`src/rtl/approximate_bitap_matcher_top_macros.svh`:
```
// ----------------------------------------------------------------------------
// Approximate bitap matcher assertion macros
// Concurrent assertion shorthands clocked on i_clk, disabled in reset.
// ----------------------------------------------------------------------------
`ifndef APPROXIMATE_BITAP_MATCHER_TOP_MACROS_SVH
`define APPROXIMATE_BITAP_MATCHER_TOP_MACROS_SVH

// Consequent checked in the same cycle as the antecedent.
`define ABM_ASSERT_SAME(label, ante, cons) \
    label: assert property (@(posedge i_clk) disable iff (!i_rst_n) \
        (ante) |-> (cons)) else $error("abm assertion failed");

// Consequent checked in the cycle after the antecedent.
`define ABM_ASSERT_NEXT(label, ante, cons) \
    label: assert property (@(posedge i_clk) disable iff (!i_rst_n) \
        (ante) |=> (cons)) else $error("abm assertion failed");

`endif

```
`src/rtl/abm_pkg.sv`:
```
// ----------------------------------------------------------------------------
// abm_pkg
// Shared constants, payload types and register codes of the bitap matcher.
// ----------------------------------------------------------------------------
`timescale 1ns / 1ps

package abm_pkg;

    localparam int PATTERN_MAX   = 32;
    localparam int ERRORS_MAX    = 4;
    localparam int PATTERN_WORDS = 4;
    localparam int CFG_DATA_W    = 64;
    localparam int CFG_IDX_W     = 3;
    localparam int LEN_W         = 6;
    localparam int ERR_W         = 3;
    localparam int CNT_W         = 16;
    localparam int CHAR_W        = 8;
    localparam int LEN_IDX_W     = $clog2(PATTERN_MAX) > 0 ? $clog2(PATTERN_MAX) : 1;

    typedef logic [PATTERN_MAX-1:0]             t_vec;
    typedef t_vec [ERRORS_MAX:0]                t_vec_bank;
    typedef logic [PATTERN_MAX-1:0][CHAR_W-1:0] t_pat_bytes;

    typedef enum logic [CFG_IDX_W-1:0] {
        CFG_PATTERN_0  = 3'd0,
        CFG_PATTERN_1  = 3'd1,
        CFG_PATTERN_2  = 3'd2,
        CFG_PATTERN_3  = 3'd3,
        CFG_LENGTH     = 3'd4,
        CFG_MAX_ERRORS = 3'd5
    } t_cfg_reg;

    typedef struct packed {
        logic [CHAR_W-1:0] text_char;
        logic              line_start;
    } t_in_item;

    typedef struct packed {
        logic             match_end;
        logic [CNT_W-1:0] line_matches;
    } t_out_item;

endpackage

```
`src/rtl/abm_char_mask.sv`:
```
// ----------------------------------------------------------------------------
// abm_char_mask
// Character mask: bit i low where pattern byte i equals the text byte and
// i lies inside the active pattern length.
// ----------------------------------------------------------------------------
`timescale 1ns / 1ps

module abm_char_mask
    import abm_pkg::*;
(
    input  t_pat_bytes        i_pat,
    input  logic [CHAR_W-1:0] i_char,
    input  logic [LEN_W-1:0]  i_len,
    output t_vec              o_mask
);

    always_comb begin
        for (int i = 0; i < PATTERN_MAX; i++) begin
            o_mask[i] = !((LEN_W'(i) < i_len) && (i_pat[i] == i_char));
        end
    end

endmodule

```
`src/rtl/abm_cascade.sv`:
```
// ----------------------------------------------------------------------------
// abm_cascade
// Shift-or update of the error-level vectors and match detection.
// Levels above the active error limit keep their value unless a line starts.
// ----------------------------------------------------------------------------
`timescale 1ns / 1ps

module abm_cascade
    import abm_pkg::*;
(
    input  t_vec_bank            i_vecs,
    input  logic                 i_line_start,
    input  t_vec                 i_mask,
    input  logic [ERR_W-1:0]     i_kerr,
    input  logic [LEN_IDX_W-1:0] i_len_m1,
    output t_vec_bank            o_vecs,
    output logic                 o_hit
);

    t_vec_bank base;
    t_vec      hit_vec;

    always_comb begin
        base = i_line_start ? '1 : i_vecs;
        o_vecs[0] = {base[0][PATTERN_MAX-2:0], 1'b0} | i_mask;
        for (int e = 1; e <= ERRORS_MAX; e++) begin
            if (ERR_W'(e) <= i_kerr) begin
                o_vecs[e] = base[e-1]
                          & {base[e-1][PATTERN_MAX-2:0], 1'b0}
                          & {o_vecs[e-1][PATTERN_MAX-2:0], 1'b0}
                          & ({base[e][PATTERN_MAX-2:0], 1'b0} | i_mask);
            end else begin
                o_vecs[e] = base[e];
            end
        end
    end

    assign hit_vec = o_vecs[i_kerr];
    assign o_hit   = !hit_vec[i_len_m1];

endmodule

```
`src/rtl/approximate_bitap_matcher_top.sv`:
```
// ----------------------------------------------------------------------------
// approximate_bitap_matcher_top
// Approximate string matcher, shift-or bitap with up to ERRORS_MAX edits.
//
// Input channel (i_in_valid / i_in_data / o_in_stall) carries one text byte
// and a line-start flag per transaction. Output channel (o_out_valid /
// o_out_data / i_out_stall) returns one result per byte: match_end and the
// saturating per-line match count.
// The accepted byte is held in the input register, and the result register
// loads from it once the output can advance. Throughput: one byte per cycle
// while the receiver does not stall; the whole error cascade and the counter
// update sit between the input register and the result register. When the
// receiver stalls, the held result stays; a byte is still taken into the
// input register only while it is empty; then o_in_stall rises.
// Configuration: i_cfg_we / i_cfg_index / i_cfg_data, pattern words 0 to 3,
// length, error limit. Write only while idle.
// Reset: pipeline empty, vectors all ones, count zero, pattern zero,
// length one, error limit zero. No clearing pass.
// ----------------------------------------------------------------------------
`timescale 1ns / 1ps
`include "approximate_bitap_matcher_top_macros.svh"

module approximate_bitap_matcher_top
    import abm_pkg::*;
(
    input  logic                  i_clk,
    input  logic                  i_rst_n,
    input  logic                  i_in_valid,
    input  t_in_item              i_in_data,
    output logic                  o_in_stall,
    output logic                  o_out_valid,
    output t_out_item             o_out_data,
    input  logic                  i_out_stall,
    input  logic                  i_cfg_we,
    input  logic [CFG_IDX_W-1:0]  i_cfg_index,
    input  logic [CFG_DATA_W-1:0] i_cfg_data
);

    t_pat_bytes           r_pat;
    logic [LEN_W-1:0]     r_len;
    logic [ERR_W-1:0]     r_kerr;

    logic                 r_s1_valid;
    t_in_item             r_s1;
    logic                 r_out_valid;
    t_out_item            r_out;
    t_vec_bank            r_vecs;
    logic [CNT_W-1:0]     r_count;

    t_vec_bank            n_vecs;
    logic [CNT_W-1:0]     n_count;
    logic [CNT_W-1:0]     cnt_base;
    logic                 out_adv;
    logic                 s1_fire;
    logic                 in_fire;
    logic                 hit;
    logic [LEN_W-1:0]     eff_len;
    logic [LEN_IDX_W-1:0] len_m1;
    logic [ERR_W-1:0]     eff_kerr;
    t_vec                 mask;

    // Configuration registers
    always_ff @(posedge i_clk) begin
        if (!i_rst_n) begin
            r_pat  <= '0;
            r_len  <= LEN_W'(1);
            r_kerr <= '0;
        end else if (i_cfg_we) begin
            unique case (i_cfg_index)
                CFG_PATTERN_0, CFG_PATTERN_1, CFG_PATTERN_2, CFG_PATTERN_3: begin
                    for (int p = 0; p < PATTERN_MAX; p++) begin
                        if ((p / 8 < PATTERN_WORDS) && (2'(p / 8) == i_cfg_index[1:0])) begin
                            r_pat[p] <= i_cfg_data[(p % 8) * 8 +: CHAR_W];
                        end
                    end
                end
                CFG_LENGTH:     r_len  <= i_cfg_data[LEN_W-1:0];
                CFG_MAX_ERRORS: r_kerr <= i_cfg_data[ERR_W-1:0];
                default: ;
            endcase
        end
    end

    // Clamped configuration
    always_comb begin
        if (r_len == '0) begin
            eff_len = LEN_W'(1);
        end else if (r_len > LEN_W'(PATTERN_MAX)) begin
            eff_len = LEN_W'(PATTERN_MAX);
        end else begin
            eff_len = r_len;
        end
        eff_kerr = (r_kerr > ERR_W'(ERRORS_MAX)) ? ERR_W'(ERRORS_MAX) : r_kerr;
    end

    assign len_m1 = LEN_IDX_W'(eff_len - LEN_W'(1));

    // Handshake
    assign out_adv    = !r_out_valid || !i_out_stall;
    assign s1_fire    = r_s1_valid && out_adv;
    assign o_in_stall = r_s1_valid && !out_adv;
    assign in_fire    = i_in_valid && !o_in_stall;

    abm_char_mask u_mask (
        .i_pat  (r_pat),
        .i_char (r_s1.text_char),
        .i_len  (eff_len),
        .o_mask (mask)
    );

    abm_cascade u_cascade (
        .i_vecs       (r_vecs),
        .i_line_start (r_s1.line_start),
        .i_mask       (mask),
        .i_kerr       (eff_kerr),
        .i_len_m1     (len_m1),
        .o_vecs       (n_vecs),
        .o_hit        (hit)
    );

    always_comb begin
        cnt_base = r_s1.line_start ? '0 : r_count;
        n_count  = (hit && (cnt_base != '1)) ? cnt_base + CNT_W'(1) : cnt_base;
    end

    always_ff @(posedge i_clk) begin
        if (!i_rst_n) begin
            r_s1_valid  <= 1'b0;
            r_out_valid <= 1'b0;
            r_vecs      <= '1;
            r_count     <= '0;
        end else begin
            if (in_fire) begin
                r_s1_valid <= 1'b1;
            end else if (s1_fire) begin
                r_s1_valid <= 1'b0;
            end
            if (s1_fire) begin
                r_out_valid <= 1'b1;
                r_vecs      <= n_vecs;
                r_count     <= n_count;
            end else if (out_adv) begin
                r_out_valid <= 1'b0;
            end
        end
    end

    always_ff @(posedge i_clk) begin
        if (in_fire) begin
            r_s1 <= i_in_data;
        end
        if (s1_fire) begin
            r_out.match_end    <= hit;
            r_out.line_matches <= n_count;
        end
    end

    assign o_out_valid = r_out_valid;
    assign o_out_data  = r_out;

    `ABM_ASSERT_SAME(a_in_stall_cause, o_in_stall, o_out_valid && i_out_stall && r_s1_valid)
    `ABM_ASSERT_NEXT(a_count_step, s1_fire && !r_s1.line_start && hit && (r_count != '1), r_count == $past(r_count) + CNT_W'(1))
    `ABM_ASSERT_NEXT(a_line_restart, s1_fire && r_s1.line_start, r_count == CNT_W'($past(hit)))
    `ABM_ASSERT_NEXT(a_result_count, s1_fire, o_out_valid && (o_out_data.line_matches == r_count))

endmodule
```
`config.mk`:
```
export PLATFORM = sky130hd
export DESIGN_NAME = approximate_bitap_matcher_top
export DESIGN_NICKNAME = d
export VERILOG_FILES = /design/src/rtl/abm_pkg.sv /design/src/rtl/abm_char_mask.sv /design/src/rtl/abm_cascade.sv /design/src/rtl/approximate_bitap_matcher_top.sv
export VERILOG_INCLUDE_DIRS = /design/src /design/src/rtl
export SDC_FILE = /design/constraint.sdc
export NUM_CORES = 2
export LEC_CHECK = 0
export BUFFER_PORTS_ARGS = -buffer_cell sky130_fd_sc_hd__buf_2
export CAP_MARGIN = 40
export CORE_ASPECT_RATIO = 0.5
export CORE_UTILIZATION = 50
export DETAILED_ROUTE_END_ITERATION = 8
export PLACE_DENSITY = 0.77
export SYNTH_ARGS = -nofsm -noshare
export SYNTH_HDL_FRONTEND = slang
export SYNTH_SLANG_ARGS = --single-unit
```
`constraint.sdc`:
```
create_clock -name i_clk -period 7 [get_ports i_clk]
set_input_delay 1.4 -clock i_clk [delete_from_list [all_inputs] [get_ports i_clk]]
set_output_delay 1.4 -clock i_clk [all_outputs]
set_load 0.005 [all_outputs]
```
======== Word level (Yosys, flattened, before mapping) ========
Index checks and enable logic that the tools add are counted.
operators by class
  add/sub/neg operators ................... 2
  magnitude comparators ................... 40
  equal/unequal tests ..................... 41
  multiplexer cells ....................... 18
  bitwise gates (word level) .............. 17
  reductions and logical operators ........ 86
operator list
  kind                     count
  $and A32 B32 Y32         12
  $eq A8 B8 Y1             32
  $mux W160                1
  $mux W32                 5
  $or A32 B32 Y32          5
  $bmux W32 S3             1
  $lt A5 B6 Y1 const A     16
  $lt A4 B6 Y1 const A     8
  $logic_not A1 Y1         37
  $logic_and A1 B1 Y1      36
  $mux W16                 2
  $lt A3 B6 Y1 const A     4
  $add A16 B1 Y16 const B  1
  $ne A16 B16 Y1 const B   1
  $lt A1 B6 Y1 const A     2
  $lt A2 B6 Y1 const A     2
  $mux W6                  2
  $reduce_and A3 Y1        4
  $eq A3 B2 Y1 const B     2
  $eq A3 B3 Y1 const B     2
  $gt A6 B6 Y1 const B     1
  $le A2 B3 Y1 const A     2
  $logic_not A6 Y1         1
  $lt A5 B6 Y1 const B     1
  other kinds (17)         24
word-level totals
  bits in registers ....................... 469
  input port bits ......................... 81
  output and inout bits ................... 19
  word-level logic and storage cells ...... 250

======== Logic depth before layout (Yosys ltp) ========
  depth in word-level cells ............... 26
  mapped depth ............................ 23

======== By module ========
A second synthesis with hierarchy kept.
second synthesis, totals
  cells, all modules ...................... 3,393
  area total of the unflattened synthesis .. 25,295.5 um^2
by module, submodules not included
  module                         instances  cells an instance  area an instance (um^2)  sequential area each (um^2)
  approximate_bitap_matcher_top  1          2,064              16,704.8                 9,649.3
  abm_cascade                    1          894                5,226.3                  0.0
  abm_char_mask                  1          435                3,364.5                  0.0

======== Worst setup path after synthesis ========
Ideal clock, no wire load.
  kind .................................... reg-to-reg
  from .................................... register r_len[4]
  to ...................................... register r_out (netlist bit o_out_data[7]), data pin
  arrival ................................. 4,654 ps
  path slack .............................. 2,075 ps
  cell stages (with the launch flop) ...... 22
  period minus slack after synthesis ...... 4,925 ps
  cell sequence ........................... dfxtp_1 -> buf_2 -> buf_4 -> nor4_1 -> nor2_1 -> nor2_1 -> clkbuf_1 -> buf_1 -> ha_1 -> nor3_1 -> a211oi_2 -> nand4_1 -> o311ai_2 -> nor3_1 -> a2111o_1 -> o221ai_2 -> a221oi_2 -> o32a_4 -> buf_6 -> buf_6 -> o31ai_1 -> o31ai_1
between the ends
  longest elaborated chain between the ends .. 26
  elaborated cells on any way between the ends .. 125
ends and longest elaborated chain
  item                                  RTL line                              source
  from (decl)                           approximate_bitap_matcher_top.sv:40   logic [LEN_W-1:0] r_len;
  from (signal assigned)                approximate_bitap_matcher_top.sv:77   CFG_LENGTH: r_len <= i_cfg_data[LEN_W-1:0];
  $gt A6 B6 Y1                          approximate_bitap_matcher_top.sv:88   end else if (r_len > LEN_W'(PATTERN_MAX)) begin
  $mux W6                               approximate_bitap_matcher_top.sv:88
  $mux W6 (*)                           approximate_bitap_matcher_top.sv:86   if (r_len == '0) begin
  $lt A1 B6 Y1 (tied with other cells)  abm_char_mask.sv:19                   o_mask[i] = !((LEN_W'(i) < i_len) && (i_pat[i] == i_char));
  $logic_and A1 B1 Y1                   abm_char_mask.sv:19
  $logic_not A1 Y1                      abm_char_mask.sv:19
  $or A32 B32 Y32                       abm_cascade.sv:25                     o_vecs[0] = {base[0][PATTERN_MAX-2:0], 1'b0} | i_mask;
  $and A32 B32 Y32                      abm_cascade.sv:30                     & {o_vecs[e-1][PATTERN_MAX-2:0], 1'b0}
  (+11 left out)                        --
  $bmux W32 S3                          abm_cascade.sv:38                     assign hit_vec = o_vecs[i_kerr];
  $mux W32 (implied by the code)        abm_cascade.sv:38
  $bmux W1 S5 (*)                       abm_cascade.sv:39                     assign o_hit = !hit_vec[i_len_m1];
  $mux W1 (implied by the code) (*)     abm_cascade.sv:39
  $logic_not A1 Y1 (*)                  abm_cascade.sv:39
  $logic_and A1 B1 Y1 (*)               approximate_bitap_matcher_top.sv:123  n_count = (hit && (cnt_base != '1)) ? cnt_base + CNT_W'(1) : cnt_base;
  $mux W16 (*)                          approximate_bitap_matcher_top.sv:123
  via n_count[7]                        approximate_bitap_matcher_top.sv:51   logic [CNT_W-1:0] n_count;
  to (decl)                             approximate_bitap_matcher_top.sv:46   t_out_item r_out;
Mark *: on every way through the listed nets, which the timed path passes. The rest lies on a longest branch. The select of a mux whose other input is x is not followed.
A chain may end at the register's enable or synchronous reset.

======== Final worst setup path ========
  from .................................... register r_len[3]
  to ...................................... register r_out (netlist bit o_out_data[12]), data pin
Same word-level chain as after synthesis.

==> out/metrics.csv <==
stage;metric;value;unit
timing;worst slew pin tran;1.402;ns
routing;Via density;6.448;
global_routing;GR Util All Layers;0.3706;
synthesis;yosys warns;0;
power_and_ir_drop;leakage power;10.27;nW
synthesis;Synth Flop Type;dfxtp_1;
status;status;completed;
finish;Post-Route Utilization;0.5563;
critical_path;CP Data Required Time;7.34;ns
critical_path;CP Cell Sequence;nor4_1 -> nor2_1 -> nor2_2 -> ha_1 -> nor3_1 -> a311oi_2 -> a41oi_1 -> a31oi_1 -> nor3_1 -> o211a_1 -> nor3_1 -> o22a_1 -> a211oi_1 -> o32a_4 -> inv_2 -> nand3_1 -> mux2_2;
synthesis;Post-synth EDFFs;26;
critical_path;worst-case reg-to-reg path depth;17;
synthesis;Commonest cells post-synth;nand2_1, dfxtp_1, a21oi_1;
timing;Final Max Slew Viols;0;
placed_design;GPL Wtd Cong;1.030;
critical_path;Critical R2R Launch;r_len[3];
floorplanning;Die H;162.6;um
floorplanning;die footprint;52530;sq um
min_path;hold depth;2;
global_routing;number of global-route vias before repair;23560;
clock_network;CTS H-Tree Depth;2;
synthesis;Yosys top cell by area;dfxtp_1;
critical_path;crit-path max FO;19;
global_routing;pin count of the biggest net entering global routing;261;
synthesis;sequential area share after synthesis;0.3688;
clock_network;PostCTS Resize Cnt;0;
timing;final setup vio count;0;
synthesis;cells after synthesis;3384;
floorplanning;Die X;323.1;um
finish;Syn-to-layout area delta;9.139;%
floorplanning;core area;50580;sq um
placed_design;IO buf count;99;
timing;Tcrit/Tclk final;0.8113;
finish;Nets;3443;
timing;endpoints failing hold;0;
power_and_ir_drop;Power Density;211.1;nW/um^2
synthesis;Yosys top cell area share;0.3386;
synthesis;Synth Cell Area;25780;sq um
timing;Max Fclk;176.1;MHz
clock_network;# Post-CTS Setup Buffers;0;
routing;initial drt markers;3908;
critical_path;CP max stage delay;0.78;ns
timing;setup TNS;0;ns
placed_design;dpl ws;1.458;ns
timing;RSZ-0062 raised after global routing;no;
critical_path;Critical Setup Path Class;flip-flop to flip-flop;
clock_network;CTS max path bufs;3;
global_routing;GR Overflow Total;0;
global_routing;first-pass GRT wire length;148700;um
critical_path;r2r endpoint;o_out_data[12];
routing;Vias;26350;
clock_network;Clock Root Buffer;clkbuf_16;
clock_network;Inserted Clock Buffers;43;
floorplanning;floorplan row count;58;
power_and_ir_drop;total power;5.939;mW
clock_network;TritonCTS Sinks;462;
synthesis;#FFs+latches synth;462;
clock_network;Clock Latency Late Sink;0.60;ns
routing;TritonRoute pass-1 iters;6;
critical_path;Crit path top cell by count;nor3_1;
critical_path;Arr. time, crit path;6.02;ns
critical_path;crit end category;flip-flop;
timing;WHS;0.4669;ns
critical_path;Setup crit start;r_len[3];
critical_path;slowest CP cell;dfxtp_1;
critical_path;crit start category;flip-flop;
critical_path;crit path to;o_out_data[12];
clock_network;# hold bufs at CTS;0;
placed_design;post-DP HPWL;66940;um
finish;share of cells above drive strength 1;0.1034;
routing;drt drc;0;
floorplanning;Initial Utilization;0.5097;
timing;Worst Clk Skew;0.02212;ns
synthesis;post-synth cell types;114;
timing;Final min period;5.679;ns
routing;drt wl/cell;24.25;um
floorplanning;I/O Pins;100;
critical_path;R2R setup slack;1.32;ns
synthesis;top-count cell post-synth;nand2_1;
routing;final wirelength;99100;um
global_routing;initial antenna violation count;2;
run;max_cap viols;0;
synthesis;Mean Syn Cell Area;7.618;sq um
synthesis;ranking of synthesized cells by area;dfxtp_1, nand2_1, a21oi_1, xor2_1, nor2_1;
clock_network;CTS tree;built;
timing;Rel. slew slack;0.06504;
synthesis;Post-synth ARST share;0;
power_and_ir_drop;peak supply drop;0.1577;mV
clock_network;clock-pin slew on the worst setup and hold paths;0.07;ns
timing;setup ws final;1.321;ns
min_path;worst hold path type;flip-flop to flip-flop;
routing;ANT nets after route;0;
synthesis;Synthesized Nets;3468;
[worst max-delay path, delay by kind of cell (launching register included)]
| family | cells | cell delay (ns) |
|---|---|---|
| AO/OA/AOI/OAI | 7 | 2.30 |
| adder cells (fa/ha/maj) | 1 | 0.27 |
| buffers and inverters | 1 | 0.14 |
| flip-flops | 1 | 0.78 |
| multiplexers | 1 | 0.35 |
| AND/OR/NAND/NOR | 7 | 1.57 |
[sequential cells by signal, summed over array words and instances, names as in the netlist, 3 cells and up]
register,cells
r_pat,256
r_vecs,153
o_out_data,17
r_count,16
r_s1,9
r_len,6
r_kerr,3
[final cells by class]
type / instances / area [sq um]
multi-input combinational: 2642 / 15020
antenna: 2 / 5.005
sequential: 462 / 9512
clock inverter: 20 / 200.2
fill: 4665 / 22440
tap: 690 / 863.3
inverter: 23 / 95.09
timing repair buffer: 187 / 1232
clock buffer: 60 / 1210
[worst min path at each step]
stage	from	end
final	r_pat[17]	r_pat[17]
after global routing	r_pat[136]	r_pat[136]
after CTS	r_pat[45]	r_pat[45]
after detailed placement	r_vecs[142]	r_vecs[142]
after global placement	r_vecs[142]	r_vecs[142]
after floorplan	r_vecs[147]	r_vecs[147]
[power breakdown]
part / internal (mW) / switching, mW / total [mW]
Sequential: 2.71 / 0.0716 / 2.78
Clock: 1.30 / 1.13 / 2.43
Combinational: 0.223 / 0.504 / 0.727
Total: 4.23 / 1.71 / 5.94
[cell usage in the layout, fill, tap and decap left out, drive strengths merged, types with 51 or more instances in the layout]
master,synthesis,layout
a21oi,381,381
buf,79,185
clkbuf,178,62
dfxtp,436,436
nand2,782,782
nand3,77,77
nor2,299,299
nor3,77,77
nor4,51,51
o211ai,57,57
o21ai,125,125
o22ai,76,76
xnor2,60,60
xor2,206,206
[cells by family after synthesis]
logic type,after synthesis,synth area share
AND/OR/NAND/NOR,1460,0.2575
AO/OA/AOI/OAI,898,0.2241
flip-flops,462,0.3688
buffers and inverters,280,0.05125
XOR/XNOR,266,0.09095
multiplexers,15,0.005921
adder cells (fa/ha/maj),3,0.001456
[per-stage QoR]
step	instances	area [sq um]
2_1_floorplan	3384	25780
3_3_place_gp	3990	26580
3_5_place_dp	4000	26700
4_1_cts	4080	28110
5_1_grt	4084	28130
6_report	4086	28140
[per-layer routing]
layer  routed length, um  part of all wire  track usage  up-vias
li1                    -                 -            -    11850
met1               41480              0.42       0.5223    12490
met2               40770              0.41       0.5342     1720
met3               13200              0.13       0.1073      292
met4                3651             0.037       0.1321        0
met5                   0                 0            0        -
Power figures use the tool's default switching activity.
